===== config.mk =====
export PLATFORM = sky130hd
export DESIGN_NAME = dtc_ctrl
export DESIGN_NICKNAME = d
export VERILOG_FILES = /design/src/rtl/dtc_pkg.sv /design/src/rtl/dtc_ctrl.sv
export SDC_FILE = /design/constraint.sdc
export NUM_CORES = 1
export LEC_CHECK = 0
export ABC_AREA = 1
export BUFFER_PORTS_ARGS = -buffer_cell sky130_fd_sc_hd__clkbuf_2
export CAP_MARGIN = 20
export CORE_MARGIN = 10
export CORE_UTILIZATION = 40
export DETAILED_ROUTE_END_ITERATION = 10
export GPL_ROUTABILITY_DRIVEN = 0
export GPL_TIMING_DRIVEN = 0
export HOLD_SLACK_MARGIN = 0.03
export PLACE_DENSITY_LB_ADDON = 0.08
export SLEW_MARGIN = 5
export SYNTH_ARGS = -nofsm -noshare
export SYNTH_HDL_FRONTEND = slang
export SYNTH_SLANG_ARGS = --single-unit

===== constraint.sdc =====
create_clock -name clk -period 1.8 [get_ports clk]
set_clock_uncertainty 0.15 [all_clocks]
set_input_delay 0.36 -clock clk [delete_from_list [all_inputs] [get_ports clk]]
set_output_delay 0.36 -clock clk [all_outputs]
set_load 0.005 [all_outputs]

===== src/rtl/dtc_pkg.sv =====
package dtc_pkg;

  localparam int MAX_COLS_DEF = 10;
  localparam int ROWS_W = 16;
  localparam int COLS_W = 4;
  localparam int CNT_W = 64;

  typedef struct packed {
    logic start;
    logic clr_step;
    logic row_begin;
    logic mask_rd;
    logic expand;
    logic swap;
    logic fin;
  } dtc_cmd_t;

  typedef struct packed {
    logic clr_done;
    logic mask_last;
    logic cnt_nz;
    logic stack_empty;
  } dtc_sts_t;

endpackage


===== src/rtl/dtc_ctrl.sv =====
module dtc_ctrl (
  input  logic                        clk,
  input  logic                        rst_n,
  input  logic                        in_tvalid,
  output logic                        in_tready,
  input  logic [dtc_pkg::ROWS_W-1:0]  rows,
  input  logic                        too_wide,
  input  dtc_pkg::dtc_sts_t           sts,
  output dtc_pkg::dtc_cmd_t           cmd,
  output logic                        res_valid,
  output logic                        res_zero,
  input  logic                        res_taken
);
  import dtc_pkg::*;

  typedef enum logic [8:0] {
    S_IDLE = 9'b000000001,
    S_CLR  = 9'b000000010,
    S_ROW  = 9'b000000100,
    S_RD   = 9'b000001000,
    S_CAP  = 9'b000010000,
    S_EXP  = 9'b000100000,
    S_SWAP = 9'b001000000,
    S_FIN  = 9'b010000000,
    S_OUT  = 9'b100000000
  } state_t;

  state_t state_r, state_nxt;
  logic [ROWS_W-1:0] rows_r, row_r;
  logic zero_r;
  logic last_r;

  assign in_tready = state_r == S_IDLE;
  assign res_valid = state_r == S_OUT;
  assign res_zero = zero_r;

  always_comb begin
    state_nxt = state_r;
    cmd = '0;
    case (state_r)
      S_IDLE: begin
        if (in_tvalid) begin
          cmd.start = 1'b1;
          state_nxt = too_wide ? S_FIN : S_CLR;
        end
      end
      S_CLR: begin
        cmd.clr_step = 1'b1;
        if (sts.clr_done) state_nxt = (rows_r == '0) ? S_FIN : S_ROW;
      end
      S_ROW: begin
        cmd.row_begin = 1'b1;
        if (sts.clr_done) state_nxt = S_RD;
      end
      S_RD: begin
        state_nxt = S_CAP;
      end
      S_CAP: begin
        cmd.mask_rd = 1'b1;
        state_nxt = S_EXP;
      end
      S_EXP: begin
        cmd.expand = 1'b1;
        if (sts.stack_empty) begin
          state_nxt = last_r ? S_SWAP : S_RD;
        end
      end
      S_SWAP: begin
        cmd.swap = 1'b1;
        state_nxt = (row_r + ROWS_W'(1) == rows_r) ? S_FIN : S_ROW;
      end
      S_FIN: begin
        cmd.fin = 1'b1;
        state_nxt = S_OUT;
      end
      S_OUT: begin
        cmd.fin = 1'b1;
        if (res_taken) state_nxt = S_IDLE;
      end
      default: state_nxt = S_IDLE;
    endcase
  end

  always_ff @(posedge clk) begin
    if (!rst_n) begin
      state_r <= S_IDLE;
      rows_r <= '0;
      row_r <= '0;
      zero_r <= 1'b0;
      last_r <= 1'b0;
    end else begin
      state_r <= state_nxt;
      if (state_r == S_IDLE && in_tvalid) begin
        rows_r <= rows;
        row_r <= '0;
        zero_r <= too_wide;
      end
      if (state_r == S_RD) last_r <= sts.mask_last;
      if (state_r == S_SWAP) row_r <= row_r + ROWS_W'(1);
    end
  end

  assert property (@(posedge clk) disable iff (!rst_n)
    state_r == S_OUT && !res_taken |=> state_r == S_OUT)
    else $error("result dropped before handshake");
  assert property (@(posedge clk) disable iff (!rst_n)
    state_r == S_SWAP |-> sts.stack_empty)
    else $error("row swap with transitions pending");
  assert property (@(posedge clk) disable iff (!rst_n)
    in_tready |-> !res_valid)
    else $error("accept while result pending");

endmodule


After elaboration in Yosys (flattened, before gate mapping). Index checks and enable logic that the tools add are counted.

Word-level logic and storage cells: 46. Bits of input ports: 25. Register bits: 43.

Mux-type cells: 20. Add/subtract/negate cells: 1. Reductions and logical operators: 5. Eq/ne operators: 15.

Operators with widths (count): one-hot mux 9 bit (9 select lines) (1); 2-to-1 mux 9 bit (5); 2-to-1 mux 16 bit (2); 2-to-1 mux 8 bit (3); adder 16 x 1 -> 16 bit (second input constant) (1); == test 16 bit (1); zero test 16 bit (1); == test 9 x 1 -> 1 bit (second input constant) (1); == test 9 x 2 -> 1 bit (second input constant) (1); == test 9 x 3 -> 1 bit (second input constant) (1); == test 9 x 4 -> 1 bit (second input constant) (1); == test 9 x 5 -> 1 bit (second input constant) (1); == test 9 x 6 -> 1 bit (second input constant) (1); == test 9 x 7 -> 1 bit (second input constant) (1); == test 9 x 8 -> 1 bit (second input constant) (1); == test 9 bit (second input constant) (1); 2-to-1 mux 1 bit (8); != test 2 bit (second input constant) (4); 2-to-1 mux 7 bit (1); AND reduction 5 bit (1); != test 2 x 1 -> 1 bit (second input constant) (1); nonzero test 2 bit (1); OR reduction 2 bit (1); logical AND 1 bit (1).

Longest topological paths before layout.
Depth in word-level cells: 4. Depth in mapped cells: 16. Mapped depth without buffers: 16.

Worst setup path after synthesis. Ideal clock, no wire load.

Path type: flip-flop to flip-flop. From: register row_r[0]. To: register state_r[2]. Data arrival time: 1602 ps. Period minus slack after synthesis: 1885 ps. Library setup time: 134 ps. Required time: 1516 ps. Slack: -85 ps. Cell stages (with the launch flop): 17. Cells stage by stage: dfxtp_1 -> ha_1 -> nand2_2 -> nor2_4 -> nand2_1 -> nand3_1 -> nand2_1 -> inv_1 -> nand2_1 -> nor2_1 -> nand3_1 -> nor2_1 -> nand2_1 -> nand2_1 -> nand2_1 -> nand2_1 -> a21oi_1.

Longest elaborated chain between the ends: 4.

RTL lines: start, declared (line dtc_ctrl.sv:29) `logic [ROWS_W-1:0] rows_r, row_r;`; start signal, assigned (line dtc_ctrl.sv:99) `if (state_r == S_SWAP) row_r <= row_r + ROWS_W'(1);`; adder 16 x 1 -> 16 bit (line dtc_ctrl.sv:70) `state_nxt = (row_r + ROWS_W'(1) == rows_r) ? S_FIN : S_ROW;`; == test 16 bit (line dtc_ctrl.sv:70); 2-to-1 mux 8 bit (line dtc_ctrl.sv:70); one-hot mux 9 bit (9 select lines) (line dtc_ctrl.sv:40) `case (state_r)`; end signal, assigned (line dtc_ctrl.sv:92) `state_r <= state_nxt;`; end, declared (line dtc_ctrl.sv:28) `state_t state_r, state_nxt;`.

Every way passes these cells. A chain may end at the register's enable or synchronous reset.

Final worst setup path.
From: register row_r[1]. To: register state_r[2].

Same word-level chain as after synthesis.

==> flow_summary.toml <==
[outcome]
status = "finished with violations"
violations = "setup timing"

[global_route]
grt_pass1_vias = 2911
grt_start_max_net_pins = 14
grt_antenna_before_repair = 0
grt_overflow = 0
grt_pass1_wl_um = 14460
grtUsageTotal_pct = 17.41

[die]
die_w_um = 101.5
core_um2 = 6386
start_util_pct = 41.61
io_pins = 35
die_area_um2 = 10300
rows = 29
die_y_um = 101.5

[critical_path]
cp-end-kind = "flop"
worst-r2r-cell-count = 16
cp_data_required_time_ns = 1.89
startpoint_type = "flop"
critical_path_arrival_ns = 2.19
crit_fanout = 5
path_class = "reg -> reg"

[logic_synthesis]
yosysSeqAreaShare_pct = 32.39
synth_seq_cells = 43
synth_area_um2 = 2658
yosys_warnings = 0
synth_nets = 444
synth_cell_types = 35
syn_inst = 418
synth_area_per_cell_um2 = 6.358

[min_path]
min_path_cells = 3
hp-class = "in -> reg"

[timing]
fin_hold_ws_ns = 0.1303
finalCritPeriodShare_pct = 116.8
hold_viol_final = 0
slew_headroom_pct = 52.01
timing.final.ws_setup_ns = -0.3019
setup_violations = 44
tightest_slew_ns = 0.7199
timing.final.max_slew_violations = 0
rsz0062_at_grt = "true"
fin_crit_ns = 2.102
clock.fmax_ghz = 0.4758

[detailed_routing]
postRouteAntennaNets = 0
drt-total-wl_um = 9266
drc = 0
drt_pre_antenna_iters = 6
drt_iter0_drc = 210
post_drt_via_cell_ratio = 5.345
wire_per_inst_um = 16.09
vias = 3079

[clock_tree]
cts.clk_slew.worst_paths_ns = 0.09
cts-htree-levels = 2
cts_max_path_buffers = 2
root_buffer = "clkbuf_8"
cts_tree = "built"
hold_buffers = 0
cts_buffers = 5
numClockSinks = 43
insertion_delay_ns = 0.31

[cells_and_area]
nets = 524
diodes = 0
final_util_pct = 60.60
layout_commonest_cell = "nand2_1"
finalNonFillerCells = 576
num-fill-cells = 607
area_growth_pct = 45.62
final_cell_mix = "nand2_1, inv_1, nor2_1, dfxtp_1, nand3_1"
drive_gt1_share_pct = 41.08

[job]
cap_violations = 0

[power]
powerDensity_nw_per_um2 = 1296
p_leak_nw = 1.633
irDropWorstVdd_uv = 1024

[placement]
dp_slack_ns = -0.3363
dp_hpwl_um = 6051
port-buffer-count = 33
place_inst = 528
## cells by family (layout without fill, tap and decap cells)
kind of cell	Yosys count	after routing	synth area share (%)
and+or+nand+nor	248	249	43.79
AOI/OAI and AO/OA	62	62	12.57
buffers and inverters	60	140	8.945
DFF	43	43	32.39
xor gates and xnor gates	4	4	1.836
adders and majority gates	1	1	0.4707
## through the flow
stage / total power, W / setup TNS [ns] / area [um2]
6_report: 0.005017 / -3.723 / 3870
5_1_grt: 0.005304 / -7.555 / 3870
4_1_cts: 0.004243 / -4.642 / 3472
3_5_place_dp: 0.002951 / -6.905 / 2944
3_3_place_gp: 0.002944 / -6.343 / 2944
2_1_floorplan: 0.002477 / -0.002727 / 2683
## cells in the mapped netlist
cell      number  area share [%]
nor4_1         5             1.2
buf_6          1            0.42
nand3_4        1            0.66
o21bai_1       1            0.28
nand2_2        5             1.2
o21ai_0       22             4.1
nor2_8         1            0.75
inv_1         47             6.6
a21oi_1       32             6.0
nand2_1      108              15
nand3_1       41             7.7
xnor2_1        1            0.33
nand3_2        1            0.38
xnor3_1        1            0.85
o211ai_1       1            0.28
xor2_1         2            0.66
nor3_1         3            0.56
nor2_1        52             7.3
buf_2          3            0.56
nand4_1       12             2.8
inv_2          4            0.56
o211ai_2       1            0.47
o21ai_2        1            0.33
o21ai_1        1            0.19
clkbuf_1       4            0.56
nor2_2         9             2.1
a211oi_1       2            0.56
a21o_1         1            0.28
dfxtp_1       43              32
nand3b_1       3            0.85
nor2_4         5             2.1
nor3_4         1            0.61
clkinv_2       1            0.19
ha_1           1            0.47
or2_2          1            0.24
## flip-flops by register name, summed over array words and instances (netlist names)
register  cells
row_r        16
last_r        1
res_zero      1
rows_r       16
state_r       9
## path summary, 6_finish.rpt
| kind | from | end | slack [ns] |
|---|---|---|---|
| max | row_r[1]$_SDFFE_PN0P_ | state_r[2]$_SDFFE_PN0P_ | -0.30 |
| min | rows[0] | rows_r[0]$_SDFFE_PN0P_ | 0.13 |
| max reg2reg | row_r[1]$_SDFFE_PN0P_ | state_r[2]$_SDFFE_PN0P_ | -0.30 |
| min reg2reg | last_r$_SDFFE_PN0P_ | state_r[6]$_SDFFE_PN0P_ | 0.33 |
## critical path, cell delays in order, from the launching register on
cell and delay, ns:
dfxtp_4 0.38, ha_4 0.16, nand2_4 0.08, nor2_4 0.24, buf_6 0.14, nand3_1 0.10
nand2_2 0.12, nand3_2 0.08, nand2_2 0.09, nor2_2 0.04, nand2_1 0.06, nor2_1 0.04
nand2_1 0.07, nand2_1 0.05, nand2_1 0.06, nand2_2 0.06, a21oi_2 0.11
## metal layers
| layer | vias up | track usage [%] | share of wire, % |
|---|---|---|---|
| met3 | 21 | 4.152 | 6.7 |
| met5 | - | 0 | 0 |
| met4 | 0 | 6.217 | 2.4 |
| li1 | 1526 | - | - |
| met2 | 107 | 26.56 | 46 |
| met1 | 1425 | 23.30 | 45 |
## report_power, final
| part | internal (W) | switching, W |
|---|---|---|
| combinational | 0.00134 | 0.00157 |
| sequential | 0.00116 | 0.000232 |
| clock | 0.000350 | 0.000368 |
## what timing repair did
action                                  in CTS  in global routing
gates resized for setup                     74                 85
cloned                                       2                  1
endpoints found under the setup margin      47                 47
buffers inserted                            31                 14
pin swaps                                   26                 28
## area by class of cell
cell class / instances / area [um2] / area share, %
tap: 77 / 96.34 / 2.489
clock buffer: 7 / 96.34 / 2.489
buffer: 8 / 71.32 / 1.843
clock inverter: 1 / 7.507 / 0.1940
sequential: 43 / 885.9 / 22.89
timing repair buffer: 72 / 550.5 / 14.23
inverter: 52 / 211.5 / 5.464
multi-input combinational: 316 / 1951 / 50.40
No activity file was read; power rests on OpenSTA's default activity.
